==> src/design/mrf_pkg.sv <==
// Shared types, constants and the CRC-16 byte step for the Modbus RTU read request framer.
// No dependencies; every other design file imports this package.
`timescale 1ns / 1ps
`default_nettype none

package mrf_pkg;

    localparam int FRAME_LEN = 8;
    localparam int IDX_W     = 3;

    localparam logic [15:0] CRC_INIT = 16'hFFFF;
    localparam logic [15:0] CRC_POLY = 16'hA001;

    localparam logic [7:0]  SLAVE_RESET = 8'h01;
    localparam logic [7:0]  FUNC_RESET  = 8'h04;
    localparam logic [15:0] COUNT_RESET = 16'h0002;

    // configuration register indexes
    localparam logic [1:0] CFG_SLAVE = 2'd0;
    localparam logic [1:0] CFG_FUNC  = 2'd1;
    localparam logic [1:0] CFG_COUNT = 2'd2;

    // frame byte positions
    localparam logic [IDX_W-1:0] BYTE_SLAVE   = 3'd0;
    localparam logic [IDX_W-1:0] BYTE_FUNC    = 3'd1;
    localparam logic [IDX_W-1:0] BYTE_ADDR_HI = 3'd2;
    localparam logic [IDX_W-1:0] BYTE_ADDR_LO = 3'd3;
    localparam logic [IDX_W-1:0] BYTE_CNT_HI  = 3'd4;
    localparam logic [IDX_W-1:0] BYTE_CNT_LO  = 3'd5;
    localparam logic [IDX_W-1:0] BYTE_CRC_LO  = 3'd6;
    localparam logic [IDX_W-1:0] BYTE_CRC_HI  = 3'd7;

    typedef struct packed {
        logic [7:0]  slave;
        logic [7:0]  func;
        logic [15:0] addr;
        logic [15:0] count;
    } request_t;

    // fold one byte into the CRC, LSB first, reflected polynomial
    function automatic logic [15:0] crc_byte(input logic [15:0] crc, input logic [7:0] data);
        logic [15:0] acc;
        acc = crc ^ {8'h00, data};
        for (int b = 0; b < 8; b++)
        begin
            if (acc[0])
            begin
                acc = (acc >> 1) ^ CRC_POLY;
            end
            else
            begin
                acc = acc >> 1;
            end
        end
        return acc;
    endfunction

endpackage

`default_nettype wire

==> src/design/mrf_front.sv <==
// Front end: configuration registers and request capture into the queue.
// Depends on mrf_pkg.
`timescale 1ns / 1ps
`default_nettype none

module mrf_front (
    input  wire                    clk,
    input  wire                    rst_n,
    input  wire                    cfg_write,
    input  wire [1:0]              cfg_index,
    input  wire [15:0]             cfg_data,
    input  wire                    push,
    input  wire [15:0]             register_address,
    input  wire                    q_full,
    output logic                   q_push,
    output mrf_pkg::request_t      q_data
);
    import mrf_pkg::*;

    logic [7:0]  slave_reg;
    logic [7:0]  func_reg;
    logic [15:0] count_reg;

    always_ff @(posedge clk or negedge rst_n)
    begin
        if (!rst_n)
        begin
            slave_reg <= SLAVE_RESET;
            func_reg  <= FUNC_RESET;
            count_reg <= COUNT_RESET;
        end
        else if (cfg_write)
        begin
            case (cfg_index)
                CFG_SLAVE: slave_reg <= cfg_data[7:0];
                CFG_FUNC:  func_reg  <= cfg_data[7:0];
                CFG_COUNT: count_reg <= cfg_data;
                default:   ;
            endcase
        end
    end

    // snapshot the header fields with the address of each accepted request
    always_comb
    begin
        q_push       = push && !q_full;
        q_data.slave = slave_reg;
        q_data.func  = func_reg;
        q_data.addr  = register_address;
        q_data.count = count_reg;
    end

endmodule

`default_nettype wire

==> src/design/mrf_queue.sv <==
// Small request queue between front end and byte sequencer.
// Depends on mrf_pkg.
`timescale 1ns / 1ps
`default_nettype none

module mrf_queue #(
    parameter int DEPTH = 2
) (
    input  wire                    clk,
    input  wire                    rst_n,
    input  wire                    wr_en,
    input  mrf_pkg::request_t      wr_data,
    output logic                   full,
    input  wire                    rd_en,
    output logic                   rd_valid,
    output mrf_pkg::request_t      rd_data
);
    import mrf_pkg::*;

    localparam int PTR_W = (DEPTH > 1) ? $clog2(DEPTH) : 1;
    localparam int CNT_W = $clog2(DEPTH + 1);
    localparam logic [PTR_W-1:0] LAST_PTR = PTR_W'(DEPTH - 1);
    localparam logic [CNT_W-1:0] FULL_CNT = CNT_W'(DEPTH);

    request_t          mem [DEPTH];
    logic [PTR_W-1:0]  wr_ptr_reg;
    logic [PTR_W-1:0]  rd_ptr_reg;
    logic [CNT_W-1:0]  cnt_reg;
    logic [CNT_W-1:0]  cnt_next;
    logic              do_wr;
    logic              do_rd;

    assign full     = (cnt_reg == FULL_CNT);
    assign rd_valid = (cnt_reg != '0);
    assign do_wr    = wr_en && !full;
    assign do_rd    = rd_en && rd_valid;
    assign rd_data  = mem[rd_ptr_reg];

    always_comb
    begin
        cnt_next = cnt_reg;
        if (do_wr && !do_rd)
        begin
            cnt_next = cnt_reg + CNT_W'(1);
        end
        else if (do_rd && !do_wr)
        begin
            cnt_next = cnt_reg - CNT_W'(1);
        end
    end

    always_ff @(posedge clk)
    begin
        if (do_wr)
        begin
            mem[wr_ptr_reg] <= wr_data;
        end
    end

    always_ff @(posedge clk or negedge rst_n)
    begin
        if (!rst_n)
        begin
            wr_ptr_reg <= '0;
            rd_ptr_reg <= '0;
            cnt_reg    <= '0;
        end
        else
        begin
            cnt_reg <= cnt_next;
            if (do_wr)
            begin
                wr_ptr_reg <= (wr_ptr_reg == LAST_PTR) ? '0 : wr_ptr_reg + PTR_W'(1);
            end
            if (do_rd)
            begin
                rd_ptr_reg <= (rd_ptr_reg == LAST_PTR) ? '0 : rd_ptr_reg + PTR_W'(1);
            end
        end
    end

endmodule

`default_nettype wire

==> src/design/mrf_back.sv <==
// Back end: walks one request through its eight frame bytes and folds each
// header byte into the CRC as it leaves. Depends on mrf_pkg.
`timescale 1ns / 1ps
`default_nettype none

module mrf_back (
    input  wire                    clk,
    input  wire                    rst_n,
    input  wire                    q_valid,
    input  mrf_pkg::request_t      q_data,
    output logic                   q_pop,
    output logic                   empty,
    input  wire                    pop,
    output logic [7:0]             frame_byte,
    output logic                   last_byte
);
    import mrf_pkg::*;

    logic                 active_reg;
    logic [IDX_W-1:0]     idx_reg;
    request_t             req_reg;
    logic [15:0]          crc_reg;
    logic                 take;
    logic                 finish;
    logic                 load;

    assign empty     = !active_reg;
    assign last_byte = (idx_reg == BYTE_CRC_HI);
    assign take      = active_reg && pop;
    assign finish    = take && last_byte;
    assign load      = q_valid && (!active_reg || finish);
    assign q_pop     = load;

    always_comb
    begin
        case (idx_reg)
            BYTE_SLAVE:   frame_byte = req_reg.slave;
            BYTE_FUNC:    frame_byte = req_reg.func;
            BYTE_ADDR_HI: frame_byte = req_reg.addr[15:8];
            BYTE_ADDR_LO: frame_byte = req_reg.addr[7:0];
            BYTE_CNT_HI:  frame_byte = req_reg.count[15:8];
            BYTE_CNT_LO:  frame_byte = req_reg.count[7:0];
            BYTE_CRC_LO:  frame_byte = crc_reg[7:0];
            BYTE_CRC_HI:  frame_byte = crc_reg[15:8];
            default:      frame_byte = '0;
        endcase
    end

    always_ff @(posedge clk)
    begin
        if (load)
        begin
            req_reg <= q_data;
            crc_reg <= CRC_INIT;
        end
        else if (take && (idx_reg < BYTE_CRC_LO))
        begin
            crc_reg <= crc_byte(crc_reg, frame_byte);
        end
    end

    always_ff @(posedge clk or negedge rst_n)
    begin
        if (!rst_n)
        begin
            active_reg <= 1'b0;
            idx_reg    <= '0;
        end
        else if (load)
        begin
            active_reg <= 1'b1;
            idx_reg    <= BYTE_SLAVE;
        end
        else if (finish)
        begin
            active_reg <= 1'b0;
        end
        else if (take)
        begin
            idx_reg <= idx_reg + IDX_W'(1);
        end
    end

endmodule

`default_nettype wire

==> src/design/modbus_read_request_framer.sv <==
// Modbus RTU read request framer top level: front end, request queue, byte sequencer.
// Depends on mrf_pkg, mrf_front, mrf_queue and mrf_back.
`timescale 1ns / 1ps
`default_nettype none

// Each request pushed in (a 16-bit starting register address) comes out as an
// eight-byte Modbus RTU read request, one byte per pop: slave address, function
// code, address high and low, count high and low, then CRC-16/Modbus low and high,
// with last_byte set on the final CRC byte. Slave address, function code and count
// come from the configuration registers (reset 1, 4, 2) as they stand when the
// request is pushed. A request occupies the byte port for its eight bytes, and the next
// queued request is loaded as the last byte is popped, so with pop held high frames
// follow back to back. When the block is idle, an accepted request is written into the
// queue and then loaded into the sequencer before its first byte is on the byte port.
// QUEUE_DEPTH requests can wait behind the one being sent, so push stays open
// while bytes are still being drained.
module modbus_read_request_framer #(
    parameter int QUEUE_DEPTH = 2
) (
    input  wire         clk,
    input  wire         rst_n,
    input  wire         cfg_write,
    input  wire [1:0]   cfg_index,
    input  wire [15:0]  cfg_data,
    input  wire         push,
    output logic        full,
    input  wire [15:0]  register_address,
    output logic        empty,
    input  wire         pop,
    output logic [7:0]  frame_byte,
    output logic        last_byte
);
    import mrf_pkg::*;

    logic      q_push;
    request_t  q_wr_data;
    logic      q_pop;
    logic      q_valid;
    request_t  q_rd_data;

    mrf_front u_front (
        .clk              (clk),
        .rst_n            (rst_n),
        .cfg_write        (cfg_write),
        .cfg_index        (cfg_index),
        .cfg_data         (cfg_data),
        .push             (push),
        .register_address (register_address),
        .q_full           (full),
        .q_push           (q_push),
        .q_data           (q_wr_data)
    );

    mrf_queue #(
        .DEPTH (QUEUE_DEPTH)
    ) u_queue (
        .clk      (clk),
        .rst_n    (rst_n),
        .wr_en    (q_push),
        .wr_data  (q_wr_data),
        .full     (full),
        .rd_en    (q_pop),
        .rd_valid (q_valid),
        .rd_data  (q_rd_data)
    );

    mrf_back u_back (
        .clk        (clk),
        .rst_n      (rst_n),
        .q_valid    (q_valid),
        .q_data     (q_rd_data),
        .q_pop      (q_pop),
        .empty      (empty),
        .pop        (pop),
        .frame_byte (frame_byte),
        .last_byte  (last_byte)
    );

endmodule

`default_nettype wire

==> config.mk <==
export PLATFORM = sky130hd
export DESIGN_NAME = modbus_read_request_framer
export DESIGN_NICKNAME = d
export VERILOG_FILES = /design/src/design/mrf_pkg.sv /design/src/design/mrf_front.sv /design/src/design/mrf_queue.sv /design/src/design/mrf_back.sv /design/src/design/modbus_read_request_framer.sv
export SDC_FILE = /design/constraint.sdc
export NUM_CORES = 1
export LEC_CHECK = 0
export ABC_AREA = 0
export BUFFER_PORTS_ARGS = -buffer_cell sky130_fd_sc_hd__buf_2
export CORE_MARGIN = 1.5
export CORE_UTILIZATION = 58
export CTS_CLUSTER_DIAMETER = 80
export DETAILED_ROUTE_END_ITERATION = 8
export GPL_TIMING_DRIVEN = 0
export PLACE_DENSITY = 0.77
export SYNTH_ARGS = -nofsm -noshare
export SYNTH_HDL_FRONTEND = slang
export SYNTH_SLANG_ARGS = --single-unit
==> constraint.sdc <==
create_clock -name clk -period 4.77 [get_ports clk]
set_clock_uncertainty 0.1 [all_clocks]
set_input_delay 0.954 -clock clk [delete_from_list [all_inputs] [get_ports clk]]
set_output_delay 0.954 -clock clk [all_outputs]
set_load 0.01 [all_outputs]
==> results.toml, run 1 <==
[run_status]
run_status = "finished, final reports clean"

[placement]
numPortBuffers = 49
gp_congestion = 0.850
dpl.hpwl_mm = 10.1
placed_area_um2 = 8360

[setup_path]
r2r_slack_ps = 650
r2r_start = "u_back.idx_reg[2]$_DFFE_PN0P_"
r2r_cells = 14
path_max_fanout = 10
worst_setup_path_start_kind = "flop"
r2r-end = "u_back.crc_reg[0]$_SDFFE_PP1P_"
critPathBufInv = 6
crit_required_ps = 3720
worst-endpoint-arrival_ps = 3350
cpLargestDelayFamily = "buffers and inverters"
cp.depth = 10
crit_path_end_kind = "output pin"
crit_chain = "clkbuf_1, inv_1, ha_1, buf_2, or4_1, buf_2, or2_0, buf_6, a41oi_1, buf_2"
max_stage_delay_ps = 520
critPathKind = "flop to output pin"
cp_common_cell = "buf_2"
crit_slowest_cell = "or4_1"

[clock_network]
cts_root_buffer = "clkbuf_16"
holdBufCountCts = 0
cts_sinks = 200
post_cts_buffers = 0
clk_latency_ps = 430
clk_path_buf_depth = 2
clk_pin_slew_ps = 70
htree_levels = 4
cts_made_buffers = 17
cts_tree = "yes"
postCtsResizedCells = 0

[power]
power_density_nw_per_um2 = 765
p_total_uw = 6840
leakagePower_uw = 0.00328
vdd_drop_max_uv = 563

[synthesis]
synthTopCellsByArea = "edfxtp_1 55%, mux2_2 12%, dfrtp_1 12%"
seq_area_frac_synth_pct = 72.2
synth_area_per_cell_um2 = 17.0
ys_ff_latch = 200
synthesis.nets = 505
syn_inst = 459
yosysTopAreaCell = "edfxtp_1"
synth_top_area_share_pct = 55.3
ys_types = 43
syn-cell-area_um2 = 7830
yosysWarnings = 0

[floorplanning]
ios = 50
die_w_um = 119
start_util_pct = 59.3
rows = 42
dieArea_um2 = 14200
coreArea_um2 = 13200
dieHeight_um = 119

[route]
drt-vias-per-instance = 5.71
drt_iter0_markers = 304
drc = 0
wl_per_cell_um = 20.2
first_pass_iters = 5
drt-total-wl_mm = 14.5
dr_total_vias = 4102
antenna_left = 0

[flow_run]
maxCapViolations = 0

[timing]
maxSlewViolCount = 0
tightestPinTransition_ps = 1250
setup_viol = 0
post-route-period-util_pct = 92.3
min_period_ps = 4400
finalHoldViolations = 0
rsz0062_at_grt = "false"
fmaxAchievable_mhz = 227
slew_headroom_pct = 16.7

[grt]
track_usage_pct = 22.4
antenna_found_initial = 0
top_usage_layer = "met2"
met1_usage_pct = 28.8
grtUsageMet2_pct = 37.0
grt_max_degree = 41
grt_pass1_wl_mm = 23.4
grt_pass1_vias = 4281
grt.overflow.total = 0
grt_util_met3_pct = 5.17

[min_path]
hold_class = "flop to flop"
hold_path_end = "u_queue.mem[1][14]$_DFFE_PP_"
whs_path_depth = 0
min-delay-start = "u_front.count_reg[14]$_DFFE_PN0P_"

[cells_and_area]
layout_common_cells = "144 x edfxtp_1, 86 x mux2_2, 51 x buf_2"
final_core_util_pct = 67.8
fin_nets = 576
area_growth_pct = 14.3
final_common_cell = "edfxtp_1"
drive_above_1_share_pct = 34.3
fin_area_um2 = 8940
antenna_cells = 0
largest_register_ffs = 96
logic make-up (layout without fill, tap and decap cells):
logic type      count (synthesis)  count (layout)  synth area share (%)
compound gates                 50              50                  5.66
xor+xnor                       28              28                  3.66
fa+ha+maj                       7               7                  1.12
buf+inv                        26             110                  1.38
flops                         200             200                  72.2
mux                            86              86                  12.4
simple gates                   62              62                  3.61
power by group:
part           total, uW  switching (uW)  leakage (uW)  internal (uW)
combinational       2770            1430       0.00106           1340
sequential          2660             225       0.00193           2440
clock               1410             641      0.000287            766
total               6840            2300       0.00328           4550
final cells by class:
cell class	instances	area, um2
Buffer	19	81.3
Clock buffer	19	453
Clock inverter	13	133
Fill cell	944	4250
Inverter	7	26.3
Multi-Input combinational cell	233	2080
Sequential cell	200	5650
Tap cell	176	220
Timing Repair Buffer	52	305
worst max path at each step:
stage / from / endpoint / slack [ps]
final: u_back.idx_reg[2]$_DFFE_PN0P_ / frame_byte[7] / 370
after global routing: u_back.idx_reg[2]$_DFFE_PN0P_ / frame_byte[7] / 230
after CTS: u_back.idx_reg[2]$_DFFE_PN0P_ / frame_byte[7] / 370
after detailed placement: u_back.idx_reg[2]$_DFFE_PN0P_ / u_back.crc_reg[0]$_SDFFE_PP1P_ / 660
after global placement: push / u_queue.mem[0][34]$_DFFE_PP_ / -90
after floorplan: u_back.idx_reg[2]$_DFFE_PN0P_ / u_back.crc_reg[0]$_SDFFE_PP1P_ / 1090
Yosys cell counts, drive strengths merged:
master	count
nor2	7
inv	7
a41oi	1
nand2b	2
a31o	1
a21o	2
nor3b	1
a222oi	3
nand2	30
dfxtp	16
nor2b	1
a22oi	3
or4	1
a21oi	4
o21ai	3
mux2	86
nand3b	2
edfxtp	144
dfrtp	37
ha	7
nand3	6
clkbuf	11
buf	8
nor3	8
a22o	9
xor2	6
a31oi	8
dfstp	3
and2	1
xnor2	19
a221o	1
and3	1
a211oi	1
xnor3	3
or2	2
a221oi	6
o211ai	8
worst reg2reg max path, stage by stage, from the launching register on:
cell and delay (ps):
dfrtp_1 400, clkbuf_1 410, inv_1 120, ha_1 190, buf_2 190, or4_1 520
buf_2 180, or2_0 220, buf_6 160, a31oi_4 200, xnor3_1 500, xnor2_1 210
xnor3_1 310, xnor3_1 230, o21ai_1 60
routing by layer:
layer	wire length (um)	vias up
met4	314	0
li1	-	1896
met3	579	19
met5	0	-
met1	6250	2079
met2	7390	108
metrics by stage:
step	setup TNS, ps	std cells	hold WS (ps)	worst slack (ps)
detailed placement	0	687	348	661
finish	0	719	365	367
global route	0	719	390	232
CTS	0	719	366	372
floorplan	0	459	337	1090
global placement	-4060	684	344	-90.0
(Power assumes the default switching activity.)
==> inputs of run 2 (changes only) <==
CORE_ASPECT_RATIO = 1.5   (was not set)
CTS_CLUSTER_DIAMETER = 120   (was 80)
GPL_ROUTABILITY_DRIVEN = 0   (was not set)
==> results.toml, run 2 (synthesized netlist as in run 1, its figures left out) <==
[run_status]
run_status = "finished, final reports clean"

[floorplanning]
start_util_pct = 59.8
die_w_um = 97.8
coreArea_um2 = 13100
dieArea_um2 = 14200
ios = 50
dieHeight_um = 145
rows = 51

[setup_path]
crit_slowest_cell = "or4_1"
max_stage_delay_ps = 520
worst_setup_path_start_kind = "flop"
startpoint = "u_back.idx_reg[2]$_DFFE_PN0P_"
crit_required_ps = 3720
critPathKind = "flop to output pin"
r2r_start = "u_back.idx_reg[2]$_DFFE_PN0P_"
cp_common_cell = "buf_2"
crit_chain = "clkbuf_1, inv_1, ha_1, buf_2, or4_1, buf_2, or2_0, buf_6, a31oi_1, buf_2"
path_max_fanout = 10
crit_path_end_kind = "output pin"
worst-endpoint-arrival_ps = 3360

[power]
leakagePower_uw = 0.00327
power_density_nw_per_um2 = 763
vdd_drop_max_uv = 763

[timing]
tns_ps = 0
slew_headroom_pct = 16.6
post-route-period-util_pct = 92.5
rsz0062_at_grt = "false"
tightestPinTransition_ps = 1250
finalHoldViolations = 0
min_period_ps = 4410
maxSlewViolCount = 0
setup_viol = 0
fmaxAchievable_mhz = 227

[clock_network]
holdBufCountCts = 0
postCtsResizedCells = 0
cts_made_buffers = 17
htree_levels = 4
cts_sinks = 200
post_cts_buffers = 0
clk_path_buf_depth = 2
clk_latency_ps = 430
clk_pin_slew_ps = 70
cts_root_buffer = "clkbuf_16"
cts_tree = "yes"

[placement]
dpl.hpwl_mm = 9.73
dp.cells = 670
numPortBuffers = 49

[route]
drt-vias-per-instance = 5.87
dr_total_vias = 4123
first_pass_iters = 6
drt_iter0_markers = 243
drc = 0
antenna_left = 0
drt-total-wl_mm = 13.9
wl_per_cell_um = 19.8

[cells_and_area]
largest_register_ffs = 96
final_common_cell = "edfxtp_1"
area_growth_pct = 13.8
stdcell_count = 702
num-fill-cells = 833
drive_above_1_share_pct = 33.9
final_core_util_pct = 68.1
register_area_um2 = 5650
layout_common_cells = "144 x edfxtp_1, 86 x mux2_2, 51 x buf_2"
antenna_cells = 0
multi_input_area_um2 = 2080
fin_nets = 576

[grt]
antenna_found_initial = 0
grt_pass1_wl_mm = 22.0
track_usage_pct = 20.8
grt_max_degree = 42
grt_pass1_vias = 4232
grt.overflow.total = 0

[min_path]
hold_class = "flop to flop"
min-delay-start = "u_front.count_reg[15]$_DFFE_PN0P_"

[flow_run]
maxCapViolations = 0
## run 2: metrics by stage
step                hold slack (ps)  setup WS [ps]  instance area (um2)  power (uW)
floorplan                       337           1090                 7830        4770
global placement                345           95.8                 8270        5310
detailed placement              356            607                 8350        5460
CTS                             371            348                 8900        6800
global route                    378            145                 8900        7140
finish                          371            359                 8900        6790
## run 2: worst max-delay path, delay by kind of cell (launching register included)
| kind | cells | cell delay (ps) |
|---|---|---|
| DFF | 1 | 430 |
| adders and majority gates | 1 | 210 |
| buffers and inverters | 6 | 1290 |
| and+or+nand+nor | 2 | 740 |
| AOI/OAI and AO/OA | 1 | 260 |
## run 2: final cells by class
class | instances | area share (%)
Clock inverter | 10 | 0.942
Tap cell | 159 | 2.23
Clock buffer | 22 | 5.33
Multi-Input combinational cell | 233 | 23.3
Inverter | 7 | 0.295
Timing Repair Buffer | 52 | 3.51
Sequential cell | 200 | 63.4
Buffer | 19 | 0.913
## run 2: routing by layer
metal | part of all wire, % | wire length [um] | vias to the layer above | global-route usage, %
met5 | 0 | 0 | - | 0
met4 | 3.8 | 535 | 0 | 10.4
met3 | 4.9 | 685 | 39 | 4.72
met2 | 53 | 7340 | 141 | 35.0
met1 | 39 | 5370 | 2049 | 24.9
li1 | - | - | 1894 | -
## run 2: worst paths after layout
check | to | slack, ps | cells after the start
min in group asynchronous | u_front.count_reg[13]$_DFFE_PN0P_ | 550 | 1
max | frame_byte[6] | 360 | 10
min reg2reg | u_queue.mem[0][15]$_DFFE_PP_ | 370 | 0
max reg2reg | u_back.crc_reg[15]$_SDFFE_PP1P_ | 530 | 14
max in group asynchronous | u_back.idx_reg[1]$_DFFE_PN0P_ | 3410 | 1
min | u_queue.mem[0][15]$_DFFE_PP_ | 370 | 0
## run 2: where the power goes
group	internal (uW)	total [uW]	switching, uW
clock	721	1330	612
sequential	2440	2670	235
combinational	1350	2780	1440
==> inputs of run 3 (changes only) <==
CTS_CLUSTER_SIZE = 25   (was not set)
PLACE_DENSITY = not set   (was 0.77)
PLACE_DENSITY_LB_ADDON = 0.12   (was not set)
SLEW_MARGIN = 20   (was not set)
==> results.toml, run 3 (synthesized netlist as in run 1, its figures left out) <==
[timing]
min_period_ps = 4420
rsz0062_at_grt = "false"
post-route-period-util_pct = 92.7
slew_headroom_pct = 36.1
tightestPinTransition_ps = 958
fmaxAchievable_mhz = 226
maxSlewViolCount = 0
finalHoldViolations = 0
setup_viol = 0
fin_ws_ps = 351

[route]
drt_iter0_markers = 208
first_pass_iters = 5
drt-vias-per-instance = 5.75
antenna_left = 0
drt-total-wl_mm = 14.3
drc = 0
wl_per_cell_um = 20.4
dr_total_vias = 4036

[clock_network]
holdBufCountCts = 0
cts_root_buffer = "clkbuf_16"
clk_pin_slew_ps = 70
cts_tree = "yes"
postCtsResizedCells = 0
cts_made_buffers = 17
post_cts_buffers = 0
htree_levels = 4
clk_latency_ps = 430
cts_sinks = 200
clk_path_buf_depth = 2

[cells_and_area]
area_growth_pct = 14.4
largest_register_ffs = 96
fin_nets = 576
final_common_cell = "edfxtp_1"
layout_common_cells = "144 x edfxtp_1, 86 x mux2_2, 51 x buf_2"
final_core_util_pct = 68.5
num-fill-cells = 894
drive_above_1_share_pct = 34.3
antenna_cells = 0

[min_path]
min-delay-start = "u_front.count_reg[6]$_DFFE_PN0P_"
hold_class = "flop to flop"

[grt]
grt_pass1_vias = 4263
grt.overflow.total = 0
grt_max_degree = 49
track_usage_pct = 21.1
grt_pass1_wl_mm = 22.7
antenna_found_initial = 0

[setup_path]
critPathKind = "flop to output pin"
startpoint = "u_back.idx_reg[2]$_DFFE_PN0P_"
r2r-end = "u_back.crc_reg[0]$_SDFFE_PP1P_"
crit_end = "frame_byte[7]"
r2r_slack_ps = 520
crit_required_ps = 3720
path_max_fanout = 10
crit_path_end_kind = "output pin"
r2r_cells = 14
r2r_start = "u_back.idx_reg[2]$_DFFE_PN0P_"
worst_setup_path_start_kind = "flop"
worst-endpoint-arrival_ps = 3370

[placement]
dpl.hpwl_mm = 9.92
numPortBuffers = 49
dp_slack_ps = 599

[power]
vdd_drop_max_uv = 522
p_total_uw = 6900
leakagePower_uw = 0.00329
power_density_nw_per_um2 = 770

[run_status]
run_status = "finished, final reports clean"

[floorplanning]
start_util_pct = 59.8
rows = 51
die_w_um = 97.8
dieArea_um2 = 14200
dieHeight_um = 145
coreArea_um2 = 13100
ios = 50

[flow_run]
maxCapViolations = 0
## run 3: final cells by class
| cell class | instances | area [um2] | area share, % |
|---|---|---|---|
| Buffer | 19 | 81.3 | 0.908 |
| Clock buffer | 19 | 443 | 4.95 |
| Clock inverter | 13 | 158 | 1.76 |
| Inverter | 7 | 26.3 | 0.293 |
| Multi-Input combinational cell | 233 | 2090 | 23.3 |
| Sequential cell | 200 | 5650 | 63.1 |
| Tap cell | 159 | 199 | 2.22 |
| Timing Repair Buffer | 52 | 313 | 3.49 |
## run 3: through the flow
stage,hold WS (ps),cell area [um2],std cells,setup TNS (ps)
2_1_floorplan,337,7830,459,0
3_3_place_gp,344,8270,667,-2990
3_5_place_dp,351,8350,670,0
4_1_cts,369,8950,702,0
5_1_grt,387,8950,702,0
6_report,371,8950,702,0
## run 3: worst min-delay path by stage
stage | endpoint | slack [ps] | depth (start not counted)
CTS | u_queue.mem[0][14]$_DFFE_PP_ | 370 | 0
global route | u_queue.mem[1][47]$_DFFE_PP_ | 390 | 0
global placement | u_queue.mem[1][33]$_DFFE_PP_ | 340 | 0
detailed placement | u_queue.mem[0][14]$_DFFE_PP_ | 350 | 0
finish | u_queue.mem[0][6]$_DFFE_PP_ | 370 | 0
floorplan | u_queue.mem[0][0]$_DFFE_PP_ | 340 | 0
## run 3: where the power goes
part	internal (uW)	switching (uW)
combinational	1350	1460
sequential	2440	220
clock	805	628
total	4600	2300
## run 3: routing by layer
layer	routed length (um)	track usage, %
met3	540	4.38
met2	7520	36.2
met4	418	8.71
met1	5800	25.8
met5	0	0
## run 3: worst max-delay path, cell delays in order (launching register included)
cell and delay [ps]:
dfrtp_1 430, clkbuf_1 430, inv_1 130, ha_1 210
buf_2 190, or4_1 520, buf_2 190, or2_0 220
buf_6 160, a41oi_1 260, buf_2 190
